File: config.mk
export PLATFORM = sky130hd
export DESIGN_NAME = dsac_out
export DESIGN_NICKNAME = d
export VERILOG_FILES = /design/src/rtl/core/assert_macros.svh /design/src/rtl/core/dsac_pkg.sv /design/src/rtl/core/dsac_out.sv
export SDC_FILE = /design/constraint.sdc
export NUM_CORES = 1
export LEC_CHECK = 0
export ABC_AREA = 0
export ABC_CLOCK_PERIOD_IN_PS = 6020
export BUFFER_PORTS_ARGS = -buffer_cell sky130_fd_sc_hd__buf_2
export CORE_AREA = 3 3 126 128
export DETAILED_ROUTE_END_ITERATION = 8
export DIE_AREA = 0 0 129 131
export GPL_ROUTABILITY_DRIVEN = 0
export PLACE_DENSITY = 0.71
export REMOVE_ABC_BUFFERS = 1
export SETUP_SLACK_MARGIN = 0.2
export SLEW_MARGIN = 10
export SYNTH_ARGS = -nofsm -noshare
export SYNTH_HDL_FRONTEND = slang
export SYNTH_SLANG_ARGS = --single-unit
export TNS_END_PERCENT = 30
File: constraint.sdc
create_clock -name clk -period 6.02 [get_ports clk]
set_input_delay 1.204 -clock clk [delete_from_list [all_inputs] [get_ports clk]]
set_output_delay 1.204 -clock clk [all_outputs]
set_load 0.05 [all_outputs]
File: src/rtl/core/assert_macros.svh
// ----------------------------------------------------------------------------
// assertion macros
// clocked property checks, with and without the reset qualifier
// ----------------------------------------------------------------------------
`ifndef ASSERT_MACROS_SVH
`define ASSERT_MACROS_SVH

// check that is ignored while rst_n is low
`define ASSERT_CLK(lbl, prop, msg) \
  lbl: assert property (@(posedge clk) disable iff (!rst_n) prop) else $error(msg);

// check that also holds through reset
`define ASSERT_ALWAYS(lbl, prop, msg) \
  lbl: assert property (@(posedge clk) prop) else $error(msg);

`endif

File: src/rtl/core/dsac_pkg.sv
// ----------------------------------------------------------------------------
// dsac_pkg
// shared constants, tables and types of the slope / aspect / class pipeline
// ----------------------------------------------------------------------------
package dsac_pkg;

  localparam int CORDIC_ITERS = 23;
  localparam int XW           = 53;   // cordic x / y width, signed
  localparam int ZW           = 27;   // angle accumulator, 1/65536 degree
  localparam int SA_W         = 6;    // normalizing shift amount width
  localparam int NORM_MSB     = 48;   // operands are scaled so msb sits here
  localparam int KQ_FRAC      = 16;   // fraction bits of the cordic gain
  localparam int CORDIC_KQ    = 107922;
  localparam int DEG180       = 180 * 65536;
  localparam int ASPECT_FULL  = 92160;
  localparam int ASPECT_HALF  = 46080;
  localparam int SLOPE_MAX    = 23040;
  localparam int WATER_ELEV   = 8;
  localparam int WATER_SLOPE  = 256;
  localparam int ROUND_HALF   = 128;

  localparam int ATAN_TAB [CORDIC_ITERS] = '{
    2949120, 1740967, 919879, 466945, 234379, 117304, 58666, 29335,
    14668, 7334, 3667, 1833, 917, 458, 229, 115, 57, 29, 14, 7, 4, 2, 1
  };

  // configuration register indexes
  localparam logic [2:0] REG_CELL_SIZE  = 3'd0;
  localparam logic [2:0] REG_LOW_MAX    = 3'd1;
  localparam logic [2:0] REG_HIGH_MIN   = 3'd2;
  localparam logic [2:0] REG_FLAT_MAX   = 3'd3;
  localparam logic [2:0] REG_STEEP_MIN  = 3'd4;

  // terrain classes
  localparam logic [2:0] CLS_LOW_FLAT   = 3'd0;
  localparam logic [2:0] CLS_LOW_GENTLE = 3'd1;
  localparam logic [2:0] CLS_PLATEAU    = 3'd2;
  localparam logic [2:0] CLS_MID_GENTLE = 3'd3;
  localparam logic [2:0] CLS_STEEP      = 3'd4;
  localparam logic [2:0] CLS_WATER      = 3'd5;

  typedef logic [14:0] slope_t;
  typedef logic [16:0] aspect_t;
  typedef logic [2:0]  terrain_class_t;

  typedef struct packed {
    terrain_class_t terrain_class;
    aspect_t        aspect_angle;
    slope_t         slope_angle;
  } out_item_t;

endpackage

File: src/rtl/core/dsac_out.sv
// ----------------------------------------------------------------------------
// dsac_out
// slope rounding, terrain class and two-entry output skid buffer
// ----------------------------------------------------------------------------
module dsac_out import dsac_pkg::*; #(
  parameter int ELEVATION_WIDTH = 20
) (
  input  logic                              clk,
  input  logic                              rst_n,
  output logic                              en,
  input  logic                              in_valid,
  input  logic signed [ZW-1:0]              in_z,
  input  logic                              in_flat,
  input  logic signed [ELEVATION_WIDTH-1:0] in_center,
  input  aspect_t                           in_aspect,
  input  logic signed [ELEVATION_WIDTH-1:0] low_max,
  input  logic signed [ELEVATION_WIDTH-1:0] high_min,
  input  slope_t                            flat_max,
  input  slope_t                            steep_min,
  output logic                              out_valid,
  input  logic                              out_ready,
  output out_item_t                         out_item
);

  localparam int EW = ELEVATION_WIDTH;

  // stage 1: slope rounding and flat window override
  logic signed [ZW-1:0] zr;
  slope_t               slope_nxt, slope_r;
  aspect_t              aspect_nxt, aspect_r;
  logic signed [EW-1:0] c_r;
  logic                 v_r;

  always_comb begin
    zr = (in_z + ZW'(ROUND_HALF)) >>> 8;
    if (in_flat) begin
      slope_nxt  = '0;
      aspect_nxt = aspect_t'(ASPECT_HALF);
    end else begin
      if (zr < 0) begin
        slope_nxt = '0;
      end else if (zr > ZW'(SLOPE_MAX)) begin
        slope_nxt = slope_t'(SLOPE_MAX);
      end else begin
        slope_nxt = slope_t'(zr);
      end
      aspect_nxt = in_aspect;
    end
  end

  // classification, water test first
  logic           water, low, high, flat, steep;
  terrain_class_t cls;
  out_item_t      item;

  always_comb begin
    water = (c_r < EW'(WATER_ELEV)) && (slope_r < slope_t'(WATER_SLOPE));
    low   = c_r <= low_max;
    high  = c_r >= high_min;
    flat  = slope_r <= flat_max;
    steep = slope_r >= steep_min;
    if (water) begin
      cls = CLS_WATER;
    end else if (high && steep) begin
      cls = CLS_STEEP;
    end else if (high) begin
      cls = CLS_PLATEAU;
    end else if (low && flat) begin
      cls = CLS_LOW_FLAT;
    end else if (low) begin
      cls = CLS_LOW_GENTLE;
    end else if (flat) begin
      cls = CLS_PLATEAU;
    end else if (steep) begin
      cls = CLS_STEEP;
    end else begin
      cls = CLS_MID_GENTLE;
    end
    item.terrain_class = cls;
    item.aspect_angle  = aspect_r;
    item.slope_angle   = slope_r;
  end

  // skid buffer: the pipeline only moves while a slot is free
  logic [1:0] cnt_r;
  out_item_t  d0_r, d1_r;
  logic       push, pop;

  assign en        = (cnt_r != 2'd2);
  assign out_valid = (cnt_r != 2'd0);
  assign out_item  = d0_r;
  assign push      = v_r && en;
  assign pop       = out_valid && out_ready;

  always_ff @(posedge clk) begin
    if (!rst_n) begin
      v_r   <= 1'b0;
      cnt_r <= 2'd0;
    end else begin
      if (en) begin
        v_r <= in_valid;
      end
      cnt_r <= cnt_r + {1'b0, push} - {1'b0, pop};
    end
  end

  always_ff @(posedge clk) begin
    if (en) begin
      slope_r  <= slope_nxt;
      aspect_r <= aspect_nxt;
      c_r      <= in_center;
    end
    if (pop && (cnt_r == 2'd2)) begin
      d0_r <= d1_r;
    end else if (push && ((cnt_r == 2'd0) || ((cnt_r == 2'd1) && pop))) begin
      d0_r <= item;
    end
    if (push && (cnt_r == 2'd1) && !pop) begin
      d1_r <= item;
    end
  end

endmodule

Yosys cells after proc, flatten, opt, wreduce, memory -nomap -nowiden --
Index checks and enable logic that the tools add are counted.
Cells by class: add/subtract/negate cells 3, multiply operators 0, div/mod/pow operators 0, magnitude comparators 8, equality and inequality tests 3, shift operators 0, mux-type cells 10, bitwise operators 0, reduce and logical (&&, ||, !) cells 17
Operators by type and width (number):
- 2-to-1 mux 35 bit | 2
- adder 27 x 9 -> 27 bit (second input constant) | 1
- 2-to-1 mux 3 bit | 7
- greater-or-equal comparator 20 bit | 1
- less-or-equal comparator 20 bit | 1
- < comparator 20 x 5 -> 1 bit (second input constant) | 1
- > comparator 19 x 16 -> 1 bit (second input constant) | 1
- < comparator 19 x 1 -> 1 bit (second input constant) | 1
- greater-or-equal comparator 15 bit | 1
- less-or-equal comparator 15 bit | 1
- < comparator 15 x 9 -> 1 bit (second input constant) | 1
- 2-to-1 mux 15 bit | 1
- logical AND 1 bit | 10
- nonzero test 2 bit | 2
- OR reduction 3 bit | 1
- adder 2 x 1 -> 2 bit | 1
- == test 2 x 1 -> 1 bit (second input constant) | 1
- == test 2 bit (second input constant) | 1
- logical NOT 2 bit | 1
- inequality test 2 bit (second input constant) | 1
- OR reduction 2 bit | 1
- subtractor 2 x 1 -> 2 bit | 1
- logical NOT 1 bit | 1
- logical OR 1 bit | 1
Word-level totals: flip-flop bits (word level) 125, latch bits 0, memory bits (writable) 0, bits in read-only memories 0, bits of input ports 139, output and inout port bits 37, memories 0

Longest topological paths before layout --
depth in word-level cells 10, gate-level depth with buffers 9

Worst setup path after synthesis --
Ideal clock, no wire load.
path type reg-to-reg, start register cnt_r[0], end register d0_r (netlist bit out_item[0]) (enable), arrival time 4357 ps, data required time 5326 ps, path slack 968 ps, stages on the path, launching flop included 7, buffers on the path 3, cell sequence dfxtp_1 > nand2b_1 > clkbuf_1 > or2_2 > clkbuf_1 > clkbuf_1 > o21ai_0
RTL lines:
- start, declared | line dsac_out.sv:85 | logic [1:0] cnt_r;
- start signal, assigned | line dsac_out.sv:103 | cnt_r <= cnt_r + {1'b0, push} - {1'b0, pop};
- inequality test 2 bit | line dsac_out.sv:89 | assign en = (cnt_r != 2'd2);
- named net en | line dsac_out.sv:10 | output logic en,
- logical AND 1 bit | line dsac_out.sv:92 | assign push = v_r && en;
- logical AND 1 bit | line dsac_out.sv:115 | end else if (push && ((cnt_r == 2'd0) || ((cnt_r == 2'd1) && pop))) begin
- nonzero test 2 bit (no line)
- end signal, assigned | line dsac_out.sv:114 | d0_r <= d1_r;
- end signal, assigned | line dsac_out.sv:116 | d0_r <= item;
- end, declared | line dsac_out.sv:86 | out_item_t d0_r, d1_r;
The timed path passes the listed nets, and every way through them passes these cells. A chain may end at the register's enable or synchronous reset.

Final worst setup path --
start input port low_max[7], end register d0_r (netlist bit out_item[33]) (data pin)
Between the ends: longest elaborated chain between the ends 8
RTL lines:
- start, declared | line dsac_out.sv:16 | input logic signed [ELEVATION_WIDTH-1:0] low_max,
- less-or-equal comparator 20 bit (*) | line dsac_out.sv:58 | low = c_r <= low_max;
- 2-to-1 mux 3 bit or logical AND 1 bit (tied branches) | line dsac_out.sv:70, dsac_out.sv:68
- 2-to-1 mux 3 bit (*) | line dsac_out.sv:68 | end else if (low && flat) begin
- 2-to-1 mux 3 bit (*) | line dsac_out.sv:66 | end else if (high) begin
- 2-to-1 mux 3 bit (*) | line dsac_out.sv:64 | end else if (high && steep) begin
- 2-to-1 mux 3 bit (*) | line dsac_out.sv:62 | if (water) begin
- 2-to-1 mux 35 bit (*) | line dsac_out.sv:115
- 2-to-1 mux 35 bit (*) | line dsac_out.sv:113 | if (pop && (cnt_r == 2'd2)) begin
Mark *: on every way between the ends. The rest lies on a longest branch, timed or not. The select of a mux whose other input is x is not followed.

==> impl_metrics.toml <==
[grt]
track_usage = 0.184
grt_pass1_vias = 4977
grt_max_degree = 36
antenna_found_initial = 0
grt_pass1_wl_mm = 23.6
grt_overflow_total = 0

[critical_path]
crit_buf_inv = 2
cp_top_family = "compound AO/OA/AOI/OAI gates"
crit_top_cell = "mux2_2"
critPathMaxStageDelay_ns = 0.55
cp.required_ns = 6.25
crit_arrival_ns = 3.76
critical_path_class = "in2reg"
startpoint_type = "input pin"
endpoint_kind = "flip-flop"
cp_slowest_cell = "a2111oi_0"
crit_chain = "buf_2, inv_1, ha_1, a21oi_1, o21ai_1, a221o_1, a2111oi_0, mux2_2, mux2_2, o31ai_1"
critPathMaxFanout = 3

[sta]
fmax_mhz = 284
fin_crit_sh = 0.586
hold_viol = 0
final-max-slew-violation-count = 0
fin_ws_ns = 2.49
tightest_slew_ns = 1.17
fin_crit_ns = 3.53
tns_ns = 0
clock_skew_ns = 0.0112
slew_headroom = 0.217
setup_viol = 0
rsz0062_at_grt = "false"

[cts]
htreeDepth = 4
cts-resized-gates = 0
ctsHoldBuffers = 0
cts_root_buffer = "clkbuf_16"
clk_latency_ns = 0.42
clkSinkCount = 125
cts_tree = "built"
clockBufferDepth = 2
cts-buffers-inserted = 17
clkSlewWorstSetupHoldPaths_ns = 0.06
post_cts_buffers = 0

[floorplan]
fp.dieW_um = 129
core_region_area_sq_mm = 0.0150
io_pins = 176
rows = 45
start_util = 0.467
die_h_um = 131
die_area_sq_mm = 0.0169

[pwr]
ir_drop_uv = 230
power_frac_clock = 0.308
switchingPower_mw = 1.10
combPwrFrac = 0.286
power_leakage_nw = 3.97
power.density_mw_per_mm2 = 369
switching_share = 0.345
intPower_mw = 2.09
seqPwrFrac = 0.406

[placement]
dp_hpwl_mm = 11.5
port_buffers = 168
place_ws_ns = 2.04

[status]
status = "completed"

[synthesis]
synth_ff_type = "edfxtp_1"
yosysWarnings = 0
async_flop_share = 0
yosysSeqAreaShare = 0.533
syn_area_sq_mm = 0.00699
synthDistinctLibCells = 58
avgSynthCellArea_sq_um = 11.0
synth-edff-count = 122
synth_seq_cells = 125
syn_inst = 633

[route]
finalWirelength_mm = 15.3
wl_met1_mm = 6.52
viasPerCell = 5.10
wire_per_inst_um = 15.1
antenna_left = 0
route.detailed.drc = 0
top_layer = "met4"
drt-initial-drc-count = 213
met3_length_um = 727
dr.pass1.iters = 5
vias = 5150
wl_met2_mm = 7.61

[layout]
final_cell_mix = "buf_2, edfxtp_1, nand2_1, inv_1, ha_1"
antennaDiodeCount = 0
final_nets = 1021
final_common_cell = "buf_2"
drive_gt1_frac = 0.277
final_core_util = 0.575
syn2layout_area_growth_pct = 23.3

[min_path]
hp-class = "reg2reg"

[run]
maxCapViolations = 0
[worst paths after layout]
| check | startpoint | slack (ns) | cells after the start | end |
|---|---|---|---|---|
| setup / recovery | low_max[7] | 2.49 | 10 | out_item[33] |
| hold / removal | aspect_r[16] | 0.45 | 0 | d1_r[31] |
| setup reg to reg | c_r[7] | 2.95 | 8 | out_item[33] |
| hold reg to reg | aspect_r[16] | 0.45 | 0 | d1_r[31] |
[power groups by stage]
stage / Sequential (mW) / Combinational (mW) / Clock [mW]
detailed placement: 1.31 / 0.917 / 0
CTS: 1.29 / 0.924 / 0.999
global placement: 1.30 / 0.896 / 0
finish: 1.29 / 0.911 / 0.980
floorplan: 1.53 / 0.424 / 0
global route: 1.31 / 1.01 / 1.04
[kinds of logic after synthesis]
group,share of synthesized area
buffers and inverters,0.0489
adder cells (fa/ha/maj),0.131
AO/OA/AOI/OAI,0.0797
multiplexers,0.00913
flip-flops,0.533
AND/OR/NAND/NOR,0.177
XOR/XNOR,0.0213
[stage by stage]
| stage | cells | hold slack (ns) | total power [mW] | area (sq um) |
|---|---|---|---|---|
| CTS | 1010 | 0.446 | 3.22 | 8620 |
| floorplan | 620 | 0.426 | 1.95 | 6930 |
| finish | 1010 | 0.449 | 3.18 | 8620 |
| detailed placement | 978 | 0.431 | 2.23 | 8040 |
| global route | 1010 | 0.448 | 3.36 | 8620 |
| global placement | 978 | 0.429 | 2.20 | 8040 |
[state kept, by name, summed over array words and instances, names as in the netlist]
register and flops:
v_r 1, slope_r 15, c_r 20, cnt_r 2, aspect_r 17, out_item 35
d1_r 35
[worst register-to-register path, stage by stage, from the launching register on]
cell,delay [ns]
edfxtp_1,0.42
ha_1,0.33
a21oi_1,0.15
o21ai_1,0.10
a221o_1,0.36
a2111oi_0,0.55
mux2_2,0.42
mux2_2,0.28
o31ai_1,0.27
[cell type report]
type,count,area (sq um)
tap,188,235
sequential,125,3720
fill,1303,6360
clock buffer,18,429
multi-input combinational,420,2950
clock inverter,14,145
inverter,75,282
timing repair buffer,170,856
[routing by layer]
metal / track usage / vias up
li1: - / 2613
met1: 0.221 / 2365
met2: 0.313 / 140
met3: 0.0492 / 32
met4: 0.0784 / 0
met5: 0 / -
[Yosys cell counts (3+ instances only)]
cell type	number	share of area
a211oi_1	3	0.0032
a21o_1	6	0.0064
a21oi_1	26	0.019
a31oi_1	6	0.0054
and2_1	8	0.0072
and3_1	7	0.0063
and4_1	4	0.0050
buf_2	3	0.0021
clkbuf_1	9	0.0048
dfxtp_1	3	0.0086
edfxtp_1	122	0.52
ha_1	73	0.13
inv_1	75	0.040
mux2_2	3	0.0048
mux2i_1	3	0.0043
nand2_1	115	0.062
nand2b_1	4	0.0036
nand3_1	17	0.012
nand4_1	14	0.013
nor2_1	14	0.0075
nor2b_1	20	0.018
nor3_1	6	0.0043
nor3_2	9	0.013
nor4_1	7	0.0063
o21a_1	3	0.0032
o21ai_0	12	0.0086
o21ai_1	3	0.0021
or2_2	6	0.0054
xnor2_1	13	0.016
xor2_1	4	0.0050
Power figures use the tool's default switching activity.
