<file path="src/rtl/core/assert_macros.svh">
// ----------------------------------------------------------------------------
// assertion macros
// clocked property checks, with and without the reset qualifier
// ----------------------------------------------------------------------------
`ifndef ASSERT_MACROS_SVH
`define ASSERT_MACROS_SVH

// check that is ignored while rst_n is low
`define ASSERT_CLK(lbl, prop, msg) \
  lbl: assert property (@(posedge clk) disable iff (!rst_n) prop) else $error(msg);

// check that also holds through reset
`define ASSERT_ALWAYS(lbl, prop, msg) \
  lbl: assert property (@(posedge clk) prop) else $error(msg);

`endif

</file>
<file path="src/rtl/core/dsac_pkg.sv">
// ----------------------------------------------------------------------------
// dsac_pkg
// shared constants, tables and types of the slope / aspect / class pipeline
// ----------------------------------------------------------------------------
package dsac_pkg;

  localparam int CORDIC_ITERS = 23;
  localparam int XW           = 53;   // cordic x / y width, signed
  localparam int ZW           = 27;   // angle accumulator, 1/65536 degree
  localparam int SA_W         = 6;    // normalizing shift amount width
  localparam int NORM_MSB     = 48;   // operands are scaled so msb sits here
  localparam int KQ_FRAC      = 16;   // fraction bits of the cordic gain
  localparam int CORDIC_KQ    = 107922;
  localparam int DEG180       = 180 * 65536;
  localparam int ASPECT_FULL  = 92160;
  localparam int ASPECT_HALF  = 46080;
  localparam int SLOPE_MAX    = 23040;
  localparam int WATER_ELEV   = 8;
  localparam int WATER_SLOPE  = 256;
  localparam int ROUND_HALF   = 128;

  localparam int ATAN_TAB [CORDIC_ITERS] = '{
    2949120, 1740967, 919879, 466945, 234379, 117304, 58666, 29335,
    14668, 7334, 3667, 1833, 917, 458, 229, 115, 57, 29, 14, 7, 4, 2, 1
  };

  // configuration register indexes
  localparam logic [2:0] REG_CELL_SIZE  = 3'd0;
  localparam logic [2:0] REG_LOW_MAX    = 3'd1;
  localparam logic [2:0] REG_HIGH_MIN   = 3'd2;
  localparam logic [2:0] REG_FLAT_MAX   = 3'd3;
  localparam logic [2:0] REG_STEEP_MIN  = 3'd4;

  // terrain classes
  localparam logic [2:0] CLS_LOW_FLAT   = 3'd0;
  localparam logic [2:0] CLS_LOW_GENTLE = 3'd1;
  localparam logic [2:0] CLS_PLATEAU    = 3'd2;
  localparam logic [2:0] CLS_MID_GENTLE = 3'd3;
  localparam logic [2:0] CLS_STEEP      = 3'd4;
  localparam logic [2:0] CLS_WATER      = 3'd5;

  typedef logic [14:0] slope_t;
  typedef logic [16:0] aspect_t;
  typedef logic [2:0]  terrain_class_t;

  typedef struct packed {
    terrain_class_t terrain_class;
    aspect_t        aspect_angle;
    slope_t         slope_angle;
  } out_item_t;

endpackage

</file>
<file path="src/rtl/core/dsac_sprep.sv">
// ----------------------------------------------------------------------------
// dsac_sprep
// aspect rounding and operand setup for the slope cordic
// ----------------------------------------------------------------------------
module dsac_sprep import dsac_pkg::*; #(
  parameter int ELEVATION_WIDTH = 20
) (
  input  logic                              clk,
  input  logic                              rst_n,
  input  logic                              en,
  input  logic [15:0]                       cell_size,
  input  logic                              in_valid,
  input  logic signed [XW-1:0]              in_x,
  input  logic signed [ZW-1:0]              in_z,
  input  logic [SA_W-1:0]                   in_sa,
  input  logic                              in_flat,
  input  logic signed [ELEVATION_WIDTH-1:0] in_center,
  output logic                              out_valid,
  output logic signed [XW-1:0]              out_x,
  output logic signed [XW-1:0]              out_y,
  output logic                              out_flat,
  output logic signed [ELEVATION_WIDTH-1:0] out_center,
  output aspect_t                           out_aspect
);

  localparam int EW = ELEVATION_WIDTH;

  // stage 1: run length term and aspect rounding
  logic [15:0]          d;
  logic [32:0]          prod;
  logic signed [ZW-1:0] zr, asp;
  logic [35:0]          a1_r;
  logic [63:0]          b1_r;
  logic [SA_W-1:0]      sa1_r;
  logic                 flat1_r, v1_r;
  logic signed [EW-1:0] c1_r;
  aspect_t              asp1_r;

  always_comb begin
    d    = (cell_size == '0) ? 16'd1 : cell_size;
    prod = 33'(d) * 33'(CORDIC_KQ);
    zr   = (in_z + ZW'(ROUND_HALF)) >>> 8;
    if (zr < 0) begin
      asp = zr + ZW'(ASPECT_FULL);
    end else if (zr >= ZW'(ASPECT_FULL)) begin
      asp = zr - ZW'(ASPECT_FULL);
    end else begin
      asp = zr;
    end
  end

  // stage 2: bring both to a common scale
  logic [63:0]          a_al, b_al, a2_r, b2_r;
  logic                 flat2_r, v2_r;
  logic signed [EW-1:0] c2_r;
  aspect_t              asp2_r;

  always_comb begin
    if (sa1_r >= SA_W'(KQ_FRAC)) begin
      a_al = 64'(a1_r);
      b_al = b1_r >> (sa1_r - SA_W'(KQ_FRAC));
    end else begin
      a_al = 64'(a1_r) << (SA_W'(KQ_FRAC) - sa1_r);
      b_al = b1_r;
    end
  end

  // stage 3: leading one of the pair
  logic [63:0]          m;
  logic [5:0]           msb, msb3_r;
  logic [63:0]          a3_r, b3_r;
  logic                 flat3_r, v3_r;
  logic signed [EW-1:0] c3_r;
  aspect_t              asp3_r;

  always_comb begin
    m   = a2_r | b2_r;
    msb = '0;
    for (int k = 0; k < 64; k++) begin
      if (m[k]) msb = 6'(k);
    end
  end

  // stage 4: shift so the larger operand has its msb at NORM_MSB
  logic [63:0] a_n, b_n;

  always_comb begin
    if (msb3_r > 6'(NORM_MSB)) begin
      a_n = a3_r >> (msb3_r - 6'(NORM_MSB));
      b_n = b3_r >> (msb3_r - 6'(NORM_MSB));
    end else begin
      a_n = a3_r << (6'(NORM_MSB) - msb3_r);
      b_n = b3_r << (6'(NORM_MSB) - msb3_r);
    end
  end

  always_ff @(posedge clk) begin
    if (!rst_n) begin
      v1_r      <= 1'b0;
      v2_r      <= 1'b0;
      v3_r      <= 1'b0;
      out_valid <= 1'b0;
    end else if (en) begin
      v1_r      <= in_valid;
      v2_r      <= v1_r;
      v3_r      <= v2_r;
      out_valid <= v3_r;
    end
  end

  always_ff @(posedge clk) begin
    if (en) begin
      a1_r       <= {prod, 3'b000};
      b1_r       <= 64'(in_x[XW-2:0]);
      sa1_r      <= in_sa;
      flat1_r    <= in_flat;
      c1_r       <= in_center;
      asp1_r     <= aspect_t'(asp);
      a2_r       <= a_al;
      b2_r       <= b_al;
      flat2_r    <= flat1_r;
      c2_r       <= c1_r;
      asp2_r     <= asp1_r;
      a3_r       <= a2_r;
      b3_r       <= b2_r;
      msb3_r     <= msb;
      flat3_r    <= flat2_r;
      c3_r       <= c2_r;
      asp3_r     <= asp2_r;
      out_x      <= $signed(a_n[XW-1:0]);
      out_y      <= $signed(b_n[XW-1:0]);
      out_flat   <= flat3_r;
      out_center <= c3_r;
      out_aspect <= asp3_r;
    end
  end

endmodule

</file>
<file path="config.mk">
export PLATFORM = sky130hd
export DESIGN_NAME = dsac_sprep
export DESIGN_NICKNAME = d
export VERILOG_FILES = /design/src/rtl/core/assert_macros.svh /design/src/rtl/core/dsac_pkg.sv /design/src/rtl/core/dsac_sprep.sv
export SDC_FILE = /design/constraint.sdc
export NUM_CORES = 2
export LEC_CHECK = 0
export BUFFER_PORTS_ARGS = -buffer_cell sky130_fd_sc_hd__buf_2
export CAP_MARGIN = 20
export CORE_MARGIN = 1.5
export CORE_UTILIZATION = 46
export CTS_CLUSTER_SIZE = 16
export DETAILED_ROUTE_END_ITERATION = 8
export GPL_TIMING_DRIVEN = 0
export PLACE_DENSITY = 0.65
export SYNTH_ARGS = -nofsm -noshare
export SYNTH_HDL_FRONTEND = slang
export SYNTH_SLANG_ARGS = --single-unit
</file>
<file path="constraint.sdc">
create_clock -name clk -period 6.85 [get_ports clk]
set_clock_uncertainty 0.05 [all_clocks]
set_input_delay 0.685 -clock clk [delete_from_list [all_inputs] [get_ports clk]]
set_output_delay 0.685 -clock clk [all_outputs]
set_load 0.01 [all_outputs]
</file>
### Word level (Yosys, flattened, before mapping)

Index checks and enable logic that the tools add are counted.

| operators by class | value |
|---|---|
| multiply operators | 1 |
| magnitude comparators | 4 |
| bitwise operators | 1 |
| multiplexer cells | 69 |
| reductions and logical operators | 6 |
| add/subtract/negate cells | 7 |
| shift-type cells | 6 |

Operator list:

| cell | number |
|---|---|
| two-way mux 6 bit | 30 |
| << shifter 64 x 6 -> 53 bit | 2 |
| right shift 64 x 6 -> 53 bit | 2 |
| two-way mux 53 bit | 2 |
| two-way mux 5 bit | 16 |
| bitwise OR 64 bit | 1 |
| << shifter 36 x 6 -> 64 bit | 1 |
| right shift 52 x 6 -> 64 bit | 1 |
| two-way mux 52 bit | 1 |
| two-way mux 36 bit | 1 |
| two-way mux 17 bit | 2 |
| multiplier 16 x 16 -> 32 bit, second input constant | 1 |
| two-way mux 4 bit | 8 |
| OR reduction 32 bit | 1 |
| adder 27 x 9 -> 27 bit, second input constant | 1 |
| greater-or-equal comparator 19 x 18 -> 1 bit, second input constant | 1 |
| less-than comparator 19 x 1 -> 1 bit, second input constant | 1 |
| adder 17 bit, second input constant | 1 |
| subtractor 17 bit, second input constant | 1 |
| logical NOT 16 bit | 1 |
| two-way mux 16 bit | 1 |
| OR reduction 16 bit | 1 |
| two-way mux 3 bit | 4 |
| OR reduction 8 bit | 1 |
| other kinds (10) | 12 |

| storage, ports and cells | value |
|---|---|
| flip-flop bits (word level) | 614 |
| bits of input ports | 127 |
| logic and storage cells | 128 |

### Logic depth before layout (Yosys ltp)

| logic depth | value |
|---|---|
| depth in word-level cells | 63 |
| gate-level depth with buffers | 27 |
| mapped depth without buffers | 26 |

### Worst setup path before layout

Ideal clock, no wire load.

| path | value |
|---|---|
| kind | input to register |
| from | input port cell_size[5] |
| to | register a1_r[34] (data pin) |
| setup slack | 0.278 ns |
| stages | 27 |
| data arrival time | 6.327 ns |
| path buffers | 1 |
| path through | inv_1 > ha_1 > and4_1 > nand4_1 > or3_1 > clkbuf_1 > nand2_1 > inv_1 > ha_1 > ha_1 > inv_1 > fa_1 > inv_1 > fa_1 > inv_1 > fa_1 > inv_1 > fa_1 > ha_1 > o21a_1 > o2111a_1 > a221o_1 > o2111ai_1 > a21oi_1 > o2111ai_1 > nand2_1 > o311ai_0 |

| between the ends | value |
|---|---|
| cells in the longest elaborated chain, start to end | 3 |

RTL lines:

| what | RTL line | source |
|---|---|---|
| start, declared | dsac_sprep.sv:11 | `input logic [15:0] cell_size,` |
| logical NOT 16 bit | dsac_sprep.sv:40 | `d = (cell_size == '0) ? 16'd1 : cell_size;` |
| two-way mux 16 bit * | dsac_sprep.sv:40 |  |
| multiplier 16 x 16 -> 32 bit * | dsac_sprep.sv:41 | `prod = 33'(d) * 33'(CORDIC_KQ);` |
| via prod[31] | dsac_sprep.sv:30 | `logic [32:0] prod;` |
| end signal, assigned | dsac_sprep.sv:113 | `a1_r <= {prod, 3'b000};` |
| end, declared | dsac_sprep.sv:32 | `logic [35:0] a1_r;` |

The timed path passes the listed nets; every way through them passes the cells marked *.
A chain may end at the register's enable or synchronous reset.

### Worst setup path in the final report

| path | value |
|---|---|
| from | register msb3_r[0] |
| to | register out_y[51] (data pin) |

| between the ends | value |
|---|---|
| cells in the longest elaborated chain, start to end | 3 |
| elaborated cells on any way between the ends | 6 |
| those cells by class | add/sub: 2; order compare: 1; shift: 2; mux: 1 |

RTL lines:

| what | RTL line | source |
|---|---|---|
| start, declared | dsac_sprep.sv:70 | `logic [5:0] msb, msb3_r;` |
| start signal, assigned | dsac_sprep.sv:126 | `msb3_r <= msb;` |
| subtractor 6 bit, on equally long branches | dsac_sprep.sv:93, dsac_sprep.sv:90 |  |
| << shifter 64 x 6 -> 53 bit / right shift 64 x 6 -> 53 bit (equally long branches) | dsac_sprep.sv:93, dsac_sprep.sv:90 |  |
| two-way mux 53 bit * | dsac_sprep.sv:88 | `if (msb3_r > 6'(NORM_MSB)) begin` |
| via b_n[51] | dsac_sprep.sv:85 | `logic [63:0] a_n, b_n;` |
| end signal, assigned | dsac_sprep.sv:131 | `out_y <= $signed(b_n[XW-1:0]);` |
| end, declared | dsac_sprep.sv:20 | `output logic signed [XW-1:0] out_y,` |

Marks and branches as above.

==> out/metrics.cfg <==
[sta]
fin_crit_sh = 1.01
worst_pin_slew_ns = 1.25
max_freq_mhz = 145
finalCriticalPeriod_ns = 6.91
finalSetupViolCount = 5
fin_ws_ns = -0.0565
slew_viol_final = 0
slew_headroom = 0.155
hold_viol_final = 0

[grt]
grt_pass1_wl_um = 275000
grtUsageMet2 = 0.636
antenna_found_initial = 5
met1_usage = 0.514
use_met3 = 0.110
grt_remaining_overflow = 0
grt_pass1_vias = 35200
grt_max_degree = 135
grt_most_used_layer = met2
grt.total_usage = 0.419

[setup_path]
crit_path_start = msb3_r[0]$_SDFFCE_PP1P_
end_kind = flip-flop
crit_type = flip-flop to flip-flop
worst_setup_path_start_kind = flip-flop
crit_family = buffers and inverters
worst-path-max-fanout = 10
r2r-start = msb3_r[0]$_SDFFCE_PP1P_
rrSetupSlack_ns = -0.06
endpoint = out_y[51]$_DFFE_PP_
ff2ff_path_depth = 15
path_depth = 15
cp_slowest_cell = a22oi_1
arrival_ns = 7.25
required_ns = 7.19
critPathMaxStageDelay_ns = 0.89
crit_path_cell_trace = buf_2 -> buf_4 -> buf_2 -> inv_1 -> clkbuf_1 -> ha_1 -> clkbuf_1 -> buf_2 -> buf_1 -> mux4_2 -> mux2i_1 -> a21oi_1 -> a22oi_1 -> o22a_1 -> o21ai_0
crit_path_frequent_cell = buf_2
reg2reg_to = out_y[51]$_DFFE_PP_
critPathBufInv = 8

[yosys]
ys_seq_area_frac = 0.414
synth_seq_cells = 582
async_flop_share = 0
ys.warnings.count = 0
synthTopCellsByArea = edfxtp_1 41%, mux4_2 12%, nand2_1 6.6%
syn_area_um2 = 42200
synth_edf_count = 578
synth_top_area_cell = edfxtp_1
yosysTopAreaCellShare = 0.412
synth.distinct_cells = 85
syn_avg_cell_area_um2 = 10.6
synthCells = 3992
synth_ff_type = edfxtp_1
synth.net_count = 4345

[detailed_routing]
ant_nets = 0
drtIter0Drc = 5845
routed_wl_um = 197000
via_count = 37300
wl_per_cell_um = 35.5
vias_per_cell = 6.71
drtPass1Iterations = 8
drc = 0

[finish]
area_growth_pct = 12.1
drive_above_1_share = 0.166
design_area_um2 = 47300
instances_no_fill = 5561
fin_util = 0.523
fin_nets = 4689
num-fill-cells = 8239

[placement]
port_buffers = 263
hpwl_um = 158000
gp_congestion = 1.14
place_ws_ns = -0.635
placed_cells = 5445
postPlaceCellArea_um2 = 45200

[clock_network]
clkLatencyLatePin_ns = 0.68
clk_pin_slew_ns = 0.07
cts_sinks = 582
cts.hold.buffers_added = 0
cts_tree = yes
numCtsBuffers = 60
clk_path_buf_depth = 3
cts_max_level = 2
ctsRootBufferMaster = clkbuf_16

[floorplanning]
die_x_um = 306
io_pins = 272
fp.coreArea_um2 = 90400
die-height_um = 306
start_util = 0.466
dieArea_um2 = 93500
rows = 110

[status]
failed_checks = setup timing
status = finished, violations left

[job]
maxCapViolCount = 0

[power_and_ir_drop]
p_leak_uw = 0.0188
ir_drop_mv = 0.295
p_per_area_nw_per_um2 = 328
total_power_uw = 15500

[worst_hold_path]
hold_path_class = input pin to flip-flop

## area by class of cell
type / count / area [um2] / area share
diodes: 1 / 2.50 / 0.0000530
plain buffers: 269 / 1070 / 0.0227
clock buffers: 70 / 1560 / 0.0330
clock inverters: 40 / 452 / 0.00956
inverters: 189 / 709 / 0.0150
multi-input cells: 2951 / 23000 / 0.487
flip-flops and latches: 582 / 17400 / 0.369
well taps: 1176 / 1470 / 0.0311
repair buffers: 283 / 1560 / 0.0330
## routing by layer
metal	vias up	wire length [um]
met2	2818	85400
li1	15600	-
met3	696	20100
met5	-	44
met1	18100	72500
met4	6	19400
## registers in the layout, indices dropped and copies added, names as in the netlist, 20 cells and up
name	cells
b3_r	52
a1_r	32
c3_r	20
out_center	20
c2_r	20
c1_r	20
b2_r	52
b1_r	52
a3_r	60
out_x	53
out_y	53
a2_r	60
## power by group
group	switching (uW)	internal, uW
sequential	472	4580
clock	1390	1940
combinational	4590	2510
total	6460	9030
## stage by stage
step | hold slack, ns | setup TNS [ns]
CTS | 0.119 | 0
floorplan | 0.350 | 0
global route | 0.112 | -0.120
global placement | 0.350 | -1822.23
finish | 0.123 | -0.153
detailed placement | 0.355 | -3.62
## worst min path at each step
stage                     slack [ns]           startpoint  cells past startpoint                   to
after floorplan                 0.35  asp1_r[0]$_DFFE_PP_                      0  asp2_r[0]$_DFFE_PP_
after global routing            0.11         in_center[5]                      1    c1_r[5]$_DFFE_PP_
after detailed placement        0.35  asp1_r[4]$_DFFE_PP_                      0  asp2_r[4]$_DFFE_PP_
after CTS                       0.12         in_center[8]                      1    c1_r[8]$_DFFE_PP_
after global placement          0.35    c2_r[0]$_DFFE_PP_                      0    c3_r[0]$_DFFE_PP_
final                           0.12             in_x[21]                      1   b1_r[21]$_DFFE_PP_
## placed cells by master (no fill, tap or decap), drive strengths merged, types with 44 or more instances in the layout
cell,count
clkbuf,259
edfxtp,578
a21oi,185
xnor2,46
inv,188
nand2,739
fa,67
buf,363
ha,159
o22ai,71
mux2i,254
nor3,62
o21ai,228
nand3,58
a22oi,44
mux4,232
a211oi,48
nor2,303
## synth_stat cells, drive strengths merged (23+ instances only)
| cell type | instances |
|---|---|
| buf | 86 |
| nor2 | 303 |
| o221ai | 28 |
| xnor2 | 46 |
| fa | 67 |
| a22o | 23 |
| a21oi | 185 |
| a22oi | 44 |
| ha | 159 |
| o211ai | 31 |
| inv | 186 |
| and2 | 26 |
| edfxtp | 578 |
| clkbuf | 184 |
| nor3 | 62 |
| mux2i | 254 |
| o22ai | 71 |
| nand2 | 739 |
| a211oi | 48 |
| o21ai | 228 |
| a31oi | 28 |
| mux2 | 33 |
| mux4 | 232 |
| nand3 | 58 |
| nor2b | 27 |
## logic make-up (layout without fill, tap and decap cells)
| kind of cell | after synthesis | in the layout | synth area share |
|---|---|---|---|
| AOI/OAI and AO/OA | 836 | 836 | 0.127 |
| xor gates and xnor gates | 66 | 66 | 0.0142 |
| adders and majority gates | 226 | 226 | 0.0790 |
| buffers and inverters | 459 | 851 | 0.0422 |
| DFF | 582 | 582 | 0.414 |
| muxes | 519 | 519 | 0.193 |
| other | 0 | 1 | 0 |
| and+or+nand+nor | 1304 | 1304 | 0.131 |
## what timing repair did
action / in CTS / in global routing
buffers inserted: 0 / 1
endpoints found under the hold margin: 0 / 0
gates resized for setup: 1 / 22
cloned: 0 / 0
setup endpoints to repair: 1 / 20
pin swaps: 0 / 1
Power figures use the tool's default switching activity.
