$ cat config.mk
export PLATFORM = sky130hd
export DESIGN_NAME = dsac_grad
export DESIGN_NICKNAME = d
export VERILOG_FILES = /design/src/rtl/core/assert_macros.svh /design/src/rtl/core/dsac_pkg.sv /design/src/rtl/core/dsac_grad.sv
export SDC_FILE = /design/constraint.sdc
export NUM_CORES = 1
export LEC_CHECK = 0
export BUFFER_PORTS_ARGS = -buffer_cell sky130_fd_sc_hd__buf_2
export CAP_MARGIN = 5
export CELL_PAD_IN_SITES_DETAIL_PLACEMENT = 0
export CELL_PAD_IN_SITES_GLOBAL_PLACEMENT = 2
export CORE_MARGIN = 1.5
export CORE_UTILIZATION = 33
export DETAILED_ROUTE_END_ITERATION = 16
export GPL_TIMING_DRIVEN = 0
export MAX_ROUTING_LAYER = met4
export PLACE_DENSITY_LB_ADDON = 0.1
export SYNTH_ARGS = -nofsm -noshare
export SYNTH_HDL_FRONTEND = slang
export SYNTH_SLANG_ARGS = --single-unit
$ cat constraint.sdc
create_clock -name clk -period 4.6 [get_ports clk]
set_clock_uncertainty 0.15 [all_clocks]
set_input_delay 0.92 -clock clk [delete_from_list [all_inputs] [get_ports clk]]
set_output_delay 0.92 -clock clk [all_outputs]
set_load 0.02 [all_outputs]
$ cat src/rtl/core/assert_macros.svh
// ----------------------------------------------------------------------------
// assertion macros
// clocked property checks, with and without the reset qualifier
// ----------------------------------------------------------------------------
`ifndef ASSERT_MACROS_SVH
`define ASSERT_MACROS_SVH

// check that is ignored while rst_n is low
`define ASSERT_CLK(lbl, prop, msg) \
  lbl: assert property (@(posedge clk) disable iff (!rst_n) prop) else $error(msg);

// check that also holds through reset
`define ASSERT_ALWAYS(lbl, prop, msg) \
  lbl: assert property (@(posedge clk) prop) else $error(msg);

`endif

$ cat src/rtl/core/dsac_pkg.sv
// ----------------------------------------------------------------------------
// dsac_pkg
// shared constants, tables and types of the slope / aspect / class pipeline
// ----------------------------------------------------------------------------
package dsac_pkg;

  localparam int CORDIC_ITERS = 23;
  localparam int XW           = 53;   // cordic x / y width, signed
  localparam int ZW           = 27;   // angle accumulator, 1/65536 degree
  localparam int SA_W         = 6;    // normalizing shift amount width
  localparam int NORM_MSB     = 48;   // operands are scaled so msb sits here
  localparam int KQ_FRAC      = 16;   // fraction bits of the cordic gain
  localparam int CORDIC_KQ    = 107922;
  localparam int DEG180       = 180 * 65536;
  localparam int ASPECT_FULL  = 92160;
  localparam int ASPECT_HALF  = 46080;
  localparam int SLOPE_MAX    = 23040;
  localparam int WATER_ELEV   = 8;
  localparam int WATER_SLOPE  = 256;
  localparam int ROUND_HALF   = 128;

  localparam int ATAN_TAB [CORDIC_ITERS] = '{
    2949120, 1740967, 919879, 466945, 234379, 117304, 58666, 29335,
    14668, 7334, 3667, 1833, 917, 458, 229, 115, 57, 29, 14, 7, 4, 2, 1
  };

  // configuration register indexes
  localparam logic [2:0] REG_CELL_SIZE  = 3'd0;
  localparam logic [2:0] REG_LOW_MAX    = 3'd1;
  localparam logic [2:0] REG_HIGH_MIN   = 3'd2;
  localparam logic [2:0] REG_FLAT_MAX   = 3'd3;
  localparam logic [2:0] REG_STEEP_MIN  = 3'd4;

  // terrain classes
  localparam logic [2:0] CLS_LOW_FLAT   = 3'd0;
  localparam logic [2:0] CLS_LOW_GENTLE = 3'd1;
  localparam logic [2:0] CLS_PLATEAU    = 3'd2;
  localparam logic [2:0] CLS_MID_GENTLE = 3'd3;
  localparam logic [2:0] CLS_STEEP      = 3'd4;
  localparam logic [2:0] CLS_WATER      = 3'd5;

  typedef logic [14:0] slope_t;
  typedef logic [16:0] aspect_t;
  typedef logic [2:0]  terrain_class_t;

  typedef struct packed {
    terrain_class_t terrain_class;
    aspect_t        aspect_angle;
    slope_t         slope_angle;
  } out_item_t;

endpackage

$ cat src/rtl/core/dsac_grad.sv
// ----------------------------------------------------------------------------
// dsac_grad
// horn gradients, magnitude bound and scaling of the aspect vector
// ----------------------------------------------------------------------------
module dsac_grad import dsac_pkg::*; #(
  parameter int ELEVATION_WIDTH = 20
) (
  input  logic                              clk,
  input  logic                              rst_n,
  input  logic                              en,
  input  logic                              in_valid,
  input  logic [9*ELEVATION_WIDTH-1:0]      in_data,
  output logic                              out_valid,
  output logic signed [XW-1:0]              out_x,
  output logic signed [XW-1:0]              out_y,
  output logic                              out_neg,
  output logic [SA_W-1:0]                   out_sa,
  output logic                              out_flat,
  output logic signed [ELEVATION_WIDTH-1:0] out_center
);

  localparam int EW = ELEVATION_WIDTH;
  localparam int GW = EW + 3;
  localparam int MW = EW + 2;

  logic signed [EW-1:0] elev [9];
  logic signed [GW-1:0] e [9];

  for (genvar k = 0; k < 9; k++) begin : g_unpack
    assign elev[k] = in_data[k*EW +: EW];
    assign e[k]    = GW'(elev[k]);
  end

  // stage 1: gradients
  logic signed [GW-1:0] gx_nxt, gy_nxt, gx1_r, gy1_r;
  logic signed [EW-1:0] c1_r;
  logic                 v1_r;

  assign gx_nxt = (e[2] + (e[5] <<< 1) + e[8]) - (e[0] + (e[3] <<< 1) + e[6]);
  assign gy_nxt = (e[6] + (e[7] <<< 1) + e[8]) - (e[0] + (e[1] <<< 1) + e[2]);

  // stage 2: larger magnitude
  logic [GW-1:0]        ax_full, ay_full;
  logic [MW-1:0]        g_nxt, g2_r;
  logic signed [GW-1:0] gx2_r, gy2_r;
  logic signed [EW-1:0] c2_r;
  logic                 flat_nxt, flat2_r, v2_r;

  always_comb begin
    ax_full  = gx1_r[GW-1] ? -gx1_r : gx1_r;
    ay_full  = gy1_r[GW-1] ? -gy1_r : gy1_r;
    g_nxt    = (ax_full[MW-1:0] > ay_full[MW-1:0]) ? ax_full[MW-1:0] : ay_full[MW-1:0];
    flat_nxt = (gx1_r == '0) && (gy1_r == '0);
  end

  // stage 3: leading one search
  logic [SA_W-1:0]      msb, sa_nxt, sa3_r;
  logic signed [GW-1:0] gx3_r, gy3_r;
  logic signed [EW-1:0] c3_r;
  logic                 flat3_r, v3_r;

  always_comb begin
    msb = '0;
    for (int k = 0; k < MW; k++) begin
      if (g2_r[k]) msb = SA_W'(k);
    end
    sa_nxt = SA_W'(NORM_MSB) - msb;
  end

  // stage 4: fold into the right half plane and scale
  logic                 pos;
  logic signed [GW-1:0] xm, ym;
  logic signed [XW-1:0] x_nxt, y_nxt;

  always_comb begin
    pos   = !gx3_r[GW-1] && (gx3_r != '0);
    xm    = pos ? gx3_r : -gx3_r;
    ym    = pos ? -gy3_r : gy3_r;
    x_nxt = XW'(xm) <<< sa3_r;
    y_nxt = XW'(ym) <<< sa3_r;
  end

  always_ff @(posedge clk) begin
    if (!rst_n) begin
      v1_r      <= 1'b0;
      v2_r      <= 1'b0;
      v3_r      <= 1'b0;
      out_valid <= 1'b0;
    end else if (en) begin
      v1_r      <= in_valid;
      v2_r      <= v1_r;
      v3_r      <= v2_r;
      out_valid <= v3_r;
    end
  end

  always_ff @(posedge clk) begin
    if (en) begin
      gx1_r      <= gx_nxt;
      gy1_r      <= gy_nxt;
      c1_r       <= elev[4];
      gx2_r      <= gx1_r;
      gy2_r      <= gy1_r;
      g2_r       <= g_nxt;
      flat2_r    <= flat_nxt;
      c2_r       <= c1_r;
      gx3_r      <= gx2_r;
      gy3_r      <= gy2_r;
      sa3_r      <= sa_nxt;
      flat3_r    <= flat2_r;
      c3_r       <= c2_r;
      out_x      <= x_nxt;
      out_y      <= y_nxt;
      out_neg    <= pos;
      out_sa     <= sa3_r;
      out_flat   <= flat3_r;
      out_center <= c3_r;
    end
  end

endmodule

### Word level (Yosys, flattened, before mapping)

Cells that the tools add are included.

* flip-flop bits (word level): 366
* latch bits: 0
* bits in writable memories: 0
* ROM bits: 0
* input bits: 184
* output and inout port bits: 135
* logic and storage cells: 73
* memories: 0

* $add $sub $neg: 15
* multipliers: 0
* divide/modulo/power cells: 0
* $lt $le $gt $ge: 1
* equal/unequal tests: 0
* shift operators: 2
* muxes and demuxes: 26
* bitwise operators: 0
* reduce and logical (&&, ||, !) cells: 6

Operator list (number)
* $mux W6: 20
* $sshl A23 B6 Y53: 2
* $add A22 B20 Y23: 4
* $add A20 B21 Y22: 4
* $mux W22: 3
* $logic_not A23 Y1: 2
* $mux W23: 2
* $neg A23 Y23: 2
* $sub A23 B23 Y23: 2
* $neg A22 Y22: 2
* $reduce_bool A23 Y1: 1
* $gt A22 B22 Y1: 1
* $sub A6 B6 Y6 const A: 1
* $logic_and A1 B1 Y1: 2
* $logic_not A1 Y1: 1
* $mux W1: 1

### Longest topological paths before layout

Gate-level depths: netlist of run 1.

* depth in word-level cells: 22
* depth in mapped cells: 19
* depth with buffers taken out: 18

### Least setup slack after synthesis of run 1

OpenSTA, ideal clock, no wires.

* kind: in2reg
* from: input port in_data[46]
* to: register gx1_r[22] (data pin)
* library setup time: 260 ps
* arrival: 4584 ps
* data required time: 4190 ps
* setup slack: -394 ps
* stages: 14
* buffers on the path: 0
* path through: fa_1 fa_1 inv_1 fa_1 inv_1 ha_1 or4_1 a211oi_1 o31a_1 o21ai_0 o41a_1 a211oi_1 o21bai_1 xnor2_1

* longest elaborated chain between the ends: 3

Ends and longest elaborated chain
* start, declared: RTL line dsac_grad.sv:12 `input logic [9*ELEVATION_WIDTH-1:0] in_data,`
* $add A20 B21 Y22: RTL line dsac_grad.sv:39 `assign gx_nxt = (e[2] + (e[5] <<< 1) + e[8]) - (e[0] + (e[3] <<< 1) + e[6]);`
* $add A22 B20 Y23: RTL line dsac_grad.sv:39
* $sub A23 B23 Y23: RTL line dsac_grad.sv:39
* named net gx_nxt[22]: RTL line dsac_grad.sv:35 `logic signed [GW-1:0] gx_nxt, gy_nxt, gx1_r, gy1_r;`
* end signal, assigned: RTL line dsac_grad.sv:99 `gx1_r <= gx_nxt;`
* end, declared: RTL line dsac_grad.sv:35

The timed path passes the listed nets, and every way through them passes these cells.
A chain may end at the register's enable or synchronous reset.

### Worst setup path after layout of run 1

* from: input port in_data[42]
* to: register gx1_r[22] (data pin)

The elaborated chain is that of the path after synthesis.

==> results of run 1 <==
-- power by group through the flow --
stage	Clock [uW]	Sequential, uW	Combinational [uW]
floorplan	0	5850	7550
global placement	0	5930	12000
detailed placement	0	5920	11900
CTS	3260	5840	12600
global route	3360	5940	14000
finish	3160	5830	13000
-- worst max-delay path by stage --
| stage | start | endpoint | slack [ns] |
|---|---|---|---|
| after global placement | en | v2_r$_SDFFE_PN0P_ | -2.68 |
| after floorplan | in_data[42] | gx1_r[22]$_DFFE_PP_ | -0.21 |
| after detailed placement | gx3_r[19]$_DFFE_PP_ | out_x[44]$_DFFE_PP_ | -1.88 |
| final | in_data[42] | gx1_r[22]$_DFFE_PP_ | -0.05 |
| after CTS | in_data[42] | gx1_r[22]$_DFFE_PP_ | -0.08 |
| after global routing | in_data[42] | gx1_r[22]$_DFFE_PP_ | -0.16 |
-- sequential cells by signal, indices dropped and copies added, names as in the netlist, 21 cells and up --
register and cells:
out_x 53, gy2_r 23, out_y 53, gx1_r 23
gx3_r 23, g2_r 21, gx2_r 23, gy3_r 23
gy1_r 23
-- routing by layer --
metal	track usage (%)	vias to the layer above	wire, um
li1	-	8994	-
met1	28.6	9848	37400
met3	3.32	182	4920
met4	9.65	0	4140
met5	-	-	0
met2	41.2	743	45700
-- cell type report --
type,count,share of cell area [%]
Clock inverter,18,0.754
Clock buffer,51,3.52
Timing Repair Buffer,347,6.31
Sequential cell,365,36.2
Buffer,102,1.51
Multi-Input combinational cell,1511,44.4
Tap cell,969,4.02
Inverter,266,3.32
-- repair_timing --
item	CTS	global route
pin swaps	27	28
setup endpoints to repair	131	93
resized for setup	111	67
gates cloned	0	0
hold buffers	0	0
setup buffers	21	6
-- cell usage after synthesis, types with 8 or more instances --
cell,count
mux2i_1,57
o2111ai_1,11
a21oi_1,100
nor3_1,44
nand3_1,39
and2_1,12
inv_1,262
nor2b_1,12
mux4_2,13
a211oi_1,30
o211ai_1,22
xnor2_1,55
o21a_1,23
nand2_1,139
edfxtp_1,361
o22ai_1,20
mux2_2,26
nor4_1,30
and3_1,20
xor2_1,55
o21ai_0,98
a31oi_1,28
a21o_1,28
o221ai_1,18
a211o_1,12
o41ai_1,14
nand2b_1,11
fa_1,166
buf_1,14
o31ai_1,19
or4_1,20
o211a_1,8
ha_1,75
nor2_1,138
clkbuf_1,84
or3_1,24
nand4_1,12
a221oi_1,12
-- worst reg2reg max path: cells and delay by family, from the launching register on --
| kind | cells | cell delay, ns |
|---|---|---|
| and+or+nand+nor | 2 | 0.49 |
| muxes | 1 | 0.12 |
| AOI/OAI and AO/OA | 5 | 2.51 |
| buffers and inverters | 2 | 0.78 |
| DFF | 1 | 0.33 |
-- through the flow --
| stage | std cells | utilization [%] | setup WS, ns |
|---|---|---|---|
| after detailed placement | 3535 | 37.5 | -1.88 |
| after floorplan | 2246 | - | -0.213 |
| after CTS | 3624 | 40.0 | -0.0849 |
| after global placement | 3533 | 37.4 | -2.68 |
| final | 3629 | 40.4 | -0.0494 |
| after global routing | 3629 | 40.4 | -0.161 |
-- cells by family (layout without fill, tap and decap cells) --
kind of cell | after synthesis | count (layout)
DFF | 365 | 365
AOI/OAI and AO/OA | 531 | 531
and+or+nand+nor | 533 | 533
xor gates and xnor gates | 110 | 110
adders and majority gates | 241 | 241
muxes | 96 | 96
buffers and inverters | 370 | 784
==> metrics.cfg, run 1 <==
[setup_path]
rrSetupSlack_ns=-0.02
crit_cells=17
crit_top_cell=fa_1
crit_required_ns=4.77
worstSetupEndpointType=flip-flop
path_class=in2reg
worst-r2r-cell-count=10
crit_chain=buf_6, fa_1, inv_2, fa_1, inv_1, fa_1, buf_4, ha_4, a211oi_2, o21ai_2, a211oi_4, o31a_1, o21ai_2, o41a_1, a211oi_2, o21bai_1, xnor2_1
critPathSlowestCell=fa_1
startpoint_type=input port
r2r_end=out_x[47]$_DFFE_PP_
max_stage_delay_ns=0.54
path_delay_family=adder cells
cp_num_buf_inv=4
reg2reg_from=gx3_r[15]$_DFFE_PP_
worst-path-max-fanout=3
worstPathArrival_ns=4.82

[power_and_ir_drop]
pwr-share-clk_pct=14.4
power.share.switching_pct=46.2
switchingPower_uw=10200
ir_drop_mv=0.508
internal-power_uw=11800
power-per-cell-area_mw_per_mm2=728
p_comb_share_pct=59.0
seq_power_share_pct=26.6
power.leakage_uw=0.0122
total_power_uw=22000

[floorplan]
die-area_mm2=0.0775
die_y_um=278
die_width_um=278
rows=100
core_mm2=0.0747
ioPinCount=319
start_util_pct=33.5

[final_layout]
register_area_mm2=0.0109
finish.instance_area_mm2=0.0302
synthToLayoutAreaGrowth_pct=20.6
fillCellCount=7325
multi_input_area_mm2=0.0134
drive_gt1_share_pct=22.7
final_common_cell=edfxtp_1
final_cell_mix=361 x edfxtp_1, 318 x buf_2, 254 x inv_1
finish.net_count=3057
diodes=0

[flow_run]
drv_cap=0

[synthesis]
synth_fa_ha_area_share_pct=17.0
ys_ff_latch=365
synth_top_family_by_area=adder cells
synth_top_cells_by_area=edfxtp_1 43%, fa_1 13%, inv_1 3.9%, ha_1 3.7%, mux2i_1 2.3%
async_flop_share_pct=0
yosys.area_share.simple_pct=10.6
synth_cell_types=83
synth_area_per_cell_um2=11.1
yosys_warnings=0
yosysSeqAreaShare_pct=43.6
muxShareOfSynthArea_pct=4.62
yosysTopAreaCell=edfxtp_1
synth-xor-area-share_pct=3.85
synth-edff-count=361
ys.flop_type=edfxtp_1
netlist_instances=2246
syn_area_mm2=0.0250
synth_nets=2671
synth-compound-area-share_pct=14.6
synth_top_area_share_pct=43.3

[route]
drt-total-wl_um=92200
drt-pass1-iter-count=8
drc=0
drt-initial-drc-count=1556
vias=19800
routedWlPerCell_um=25.4
vias_per_cell=5.45
drtAntennaViolNets=0

[worst_hold_path]
worstHoldStart=gy2_r[18]$_DFFE_PP_
min_to=gy3_r[18]$_DFFE_PP_
hold_depth=0
worst_hold_path_type=reg2reg

[clock_network]
htreeDepth=2
cts_made_buffers=39
clock_path_buffers=3
cts_root_buffer=clkbuf_16
cts_tree=built
path_clk_slew_ns=0.06
cts.sinks=365
clk_latency_ns=0.60

[placement]
hpwl_um=73300
gp_congestion=0.968
portBuffers=318
post_dp_cell_area_mm2=0.0280

[timing]
grt_setup_unrepaired=yes
finalMaxSlewViolations=0
tns_ns=-0.0994
min_period_over_period_pct=101
layout_min_cycle_time_ns=4.65
holdWs_ns=0.260
fmax_mhz=215
tightest_slew_ns=1.21
hold_viol_final=0
final.setup.worst_slack_ns=-0.0494
setup_viol=4
slew_headroom_pct=18.5

[global_routing]
grt-ovfl-total=0
grt_max_degree=132
first_global_vias=20200
track_usage_pct=24.1
grt_pass1_wl_um=134000
antenna_found_initial=1

[run_status]
violations=negative setup slack
status=complete, but fails checks

(Power assumes the default switching activity.)
==> run 2, diff against run 1 <==
--- a/config.mk
+++ b/config.mk
@@ -5,6 +5,7 @@
 export SDC_FILE = /design/constraint.sdc
 export NUM_CORES = 1
 export LEC_CHECK = 0
+export ABC_AREA = 1
 export BUFFER_PORTS_ARGS = -buffer_cell sky130_fd_sc_hd__buf_2
 export CAP_MARGIN = 5
 export CELL_PAD_IN_SITES_DETAIL_PLACEMENT = 0
==> constraint.sdc (replaced) <==
create_clock -name clk -period 5.3 [get_ports clk]
set_clock_uncertainty 0.15 [all_clocks]
set_input_delay 1.06 -clock clk [delete_from_list [all_inputs] [get_ports clk]]
set_output_delay 1.06 -clock clk [all_outputs]
set_load 0.02 [all_outputs]
==> run 2 against run 1 <==
Compared with the run above: the run now ends clean; register-to-register slack gained 0.65 ns; final area is 4.5% lower; hold slack lost 0.0060 ns; first-iteration DRC count fell by 25%; power is 21% lower; flip-flop and latch count is the same; die area fell by 1.5%; routed wire length is 13% lower; cell count is 10% higher; non-clock buffer count fell by 35; worst setup slack better by 0.41 ns; via count is 4.2% lower; largest power group unchanged.
==> metrics.cfg, run 2 <==
[clock_network]
cts_root_buffer=clkbuf_16
ctsResizeCount=0  ; -100%
post-cts-setup-buffers=0  ; -100%
cts_made_buffers=40  ; +2.6%
path_clk_slew_ns=0.07  ; about the same
htreeDepth=2  ; unchanged
cts_hold_buf=0  ; unchanged
cts.sinks=365  ; unchanged
clock_path_buffers=3  ; unchanged
clk_latency_ns=0.58  ; -0.02 ns
cts_tree=built

[synthesis]
netlist_instances=2642  ; +18%
muxShareOfSynthArea_pct=0  ; -4.6 points
synth_most_common_cell=nand2_1
syn_area_mm2=0.0246  ; -1.5%
synth_nets=3067  ; +15%
yosys_warnings=0  ; unchanged
synth-xor-area-share_pct=4.30  ; +0.45 points
synth_fa_ha_area_share_pct=17.3  ; +0.26 points
synth-edff-count=361  ; unchanged
yosysTopAreaCell=edfxtp_1
ys_ff_latch=365  ; unchanged
synth_top_cells_by_area=edfxtp_1 44%, fa_1 13%, nand2_1 9.3%, nand3_1 7.9%, inv_1 5.7%
netlist_top_cells_count=610 x nand2_1, 388 x nand3_1, 376 x inv_1
yosysSeqAreaShare_pct=44.3  ; +0.68 points
synth_top_area_share_pct=44.0  ; +0.67 points
yosys.area_share.simple_pct=21.6  ; +11 points
synth_area_per_cell_um2=9.33  ; -16%
ys.flop_type=edfxtp_1
synth-compound-area-share_pct=4.74  ; -9.9 points
synth_cell_types=50  ; -40%
async_flop_share_pct=0  ; unchanged
synth_top_family_by_area=simple AND/OR/NAND/NOR gates

[global_routing]
grt-ovfl-total=0  ; unchanged
top_usage_layer=met2
first_global_vias=20000  ; -0.97%
antenna_found_initial=1  ; unchanged
grt_max_degree=132  ; unchanged
grt_util_met1_pct=23.3  ; -5.2 points
grt_pass1_wl_um=122000  ; -8.9%
use_met2_pct=41.1  ; -0.10 points
grtUsageMet3_pct=1.98  ; -1.3 points
track_usage_pct=21.7  ; -2.4 points

[floorplan]
die_width_um=276  ; -0.76%
rows=100  ; unchanged
start_util_pct=33.2  ; -0.29 points
ioPinCount=319  ; unchanged
die_y_um=276  ; -0.76%
core_mm2=0.0742  ; -0.67%
die-area_mm2=0.0763  ; -1.5%

[route]
drc=0  ; unchanged
drt-pass1-iter-count=8  ; unchanged
vias=18900  ; -4.2%
vias_per_cell=4.73  ; -13%
routedWlPerCell_um=20.1  ; -21%
drtAntennaViolNets=0  ; unchanged
drt-initial-drc-count=1160  ; -25%
drt-total-wl_um=80400  ; -13%

[setup_path]
rrSetupSlack_ns=0.63  ; +0.65 ns
worstSetupEndpointType=flip-flop
startpoint_type=input port
worstPathArrival_ns=5.10  ; +0.28 ns
worst-path-max-fanout=4  ; +1
path_class=in2reg
crit_required_ns=5.47  ; +0.70 ns

[final_layout]
diodes=0  ; unchanged
drive_gt1_share_pct=15.0  ; -7.7 points
final_cell_mix=610 x nand2_1, 388 x nand3_1, 376 x inv_1
synthToLayoutAreaGrowth_pct=16.9
finish.instance_area_mm2=0.0288  ; -4.5%
final_common_cell=nand2_1
finish.net_count=3429  ; +12%
fillCellCount=7634  ; +4.2%
stdcell_count=4001  ; +10%
reg_top3=out_x x53, out_y x53
final_core_util_pct=38.8  ; -1.6 points

[timing]
tightest_slew_ns=0.910  ; -0.303 ns
hold_viol_final=0  ; unchanged
final.setup.worst_slack_ns=0.365  ; +0.414 ns
finalMaxSlewViolations=0  ; unchanged
grt_setup_unrepaired=no
slew_headroom_pct=39.3  ; +21 points
setup_viol=0  ; -4
layout_min_cycle_time_ns=4.94
fmax_mhz=203
min_period_over_period_pct=93.1

[placement]
portBuffers=318  ; unchanged
dp_slack_ns=-0.507  ; +1.38 ns
hpwl_um=68200  ; -7.0%
gp_congestion=0.961  ; -0.72%
post_dp_cell_area_mm2=0.0275  ; -1.7%
dp_cells=3931  ; +11%

[power_and_ir_drop]
power-per-cell-area_mw_per_mm2=601  ; -17%
power.leakage_uw=0.0132  ; +8.2%
total_power_uw=17300  ; -21%
ir_drop_mv=0.244  ; -52%

[run_status]
status=finished, final reports clean

[flow_run]
drv_cap=0  ; unchanged

[worst_hold_path]
worst_hold_path_type=reg2reg

==> run 2: cell types whose count changed after synthesis, sizes merged, moves of 39 or more <==
cell / change
nand2: +477
nand3: +355
inv: +115
mux2i: -57
clkbuf: -54
buf: +44
xor2: +39
==> run 2: cell type report <==
type / count / area, um^2 / area share, %
tap: 969 / 1210 / 4.21
clock inverter: 22 / 253 / 0.877
sequential: 365 / 10900 / 37.9
clock buffer: 48 / 1050 / 3.65
buffer: 94 / 472 / 1.64
inverter: 382 / 1430 / 4.98
timing repair buffer: 320 / 1660 / 5.75
multi-input combinational: 1801 / 11800 / 41.0
==> run 2: power breakdown <==
part           switching, uW  internal (uW)  total [uW]  leakage (uW)
clock                   1150           1620        2770      0.000633
combinational           6530           3090        9620       0.00894
sequential               498           4440        4940       0.00361
==> run 2: worst max-delay path, stage by stage <==
cell and delay (ns):
buf_2 0.08, inv_1 0.07, fa_1 0.54, inv_1 0.06, fa_1 0.51, fa_1 0.55, inv_1 0.04, ha_1 0.34
a21oi_1 0.16, nand2_1 0.10, a21o_1 0.17, nand2_1 0.09, nand2_1 0.14, a21oi_1 0.41, nor3_1 0.08, nor2_1 0.18
o21ai_0 0.20, nand3_1 0.12, nand2_1 0.07, xor2_1 0.14
==> run 2: metal layers <==
| metal | share of wire (%) | vias to the layer above | routed length, um |
|---|---|---|---|
| met2 | 54 | 426 | 43400 |
| met5 | 0 | - | 0 |
| met1 | 39 | 8990 | 31600 |
| met3 | 2.8 | 99 | 2290 |
| met4 | 3.8 | 0 | 3060 |
| li1 | - | 9422 | - |
==> run 2: worst paths after layout <==
check / start / to / depth (start not counted)
hold / removal: gy2_r[22]$_DFFE_PP_ / gy3_r[22]$_DFFE_PP_ / 0
hold reg to reg: gy2_r[22]$_DFFE_PP_ / gy3_r[22]$_DFFE_PP_ / 0
setup / recovery: in_data[3] / gx1_r[22]$_DFFE_PP_ / 20
setup reg to reg: gy1_r[4]$_DFFE_PP_ / g2_r[13]$_DFFE_PP_ / 18
==> run 2: cell families after synthesis <==
logic type      Yosys count
xor+xnor                121
fa+ha+maj               241
buf+inv                 476
flops                   365
simple gates           1231
compound gates          208
==> run 2: per-stage QoR <==
step / hold slack [ns] / setup TNS, ns
after floorplan: 0.250 / 0
after global placement: 0.250 / -690.35
after detailed placement: 0.255 / -1.46
after CTS: 0.263 / 0
after global routing: 0.273 / 0
final: 0.254 / 0
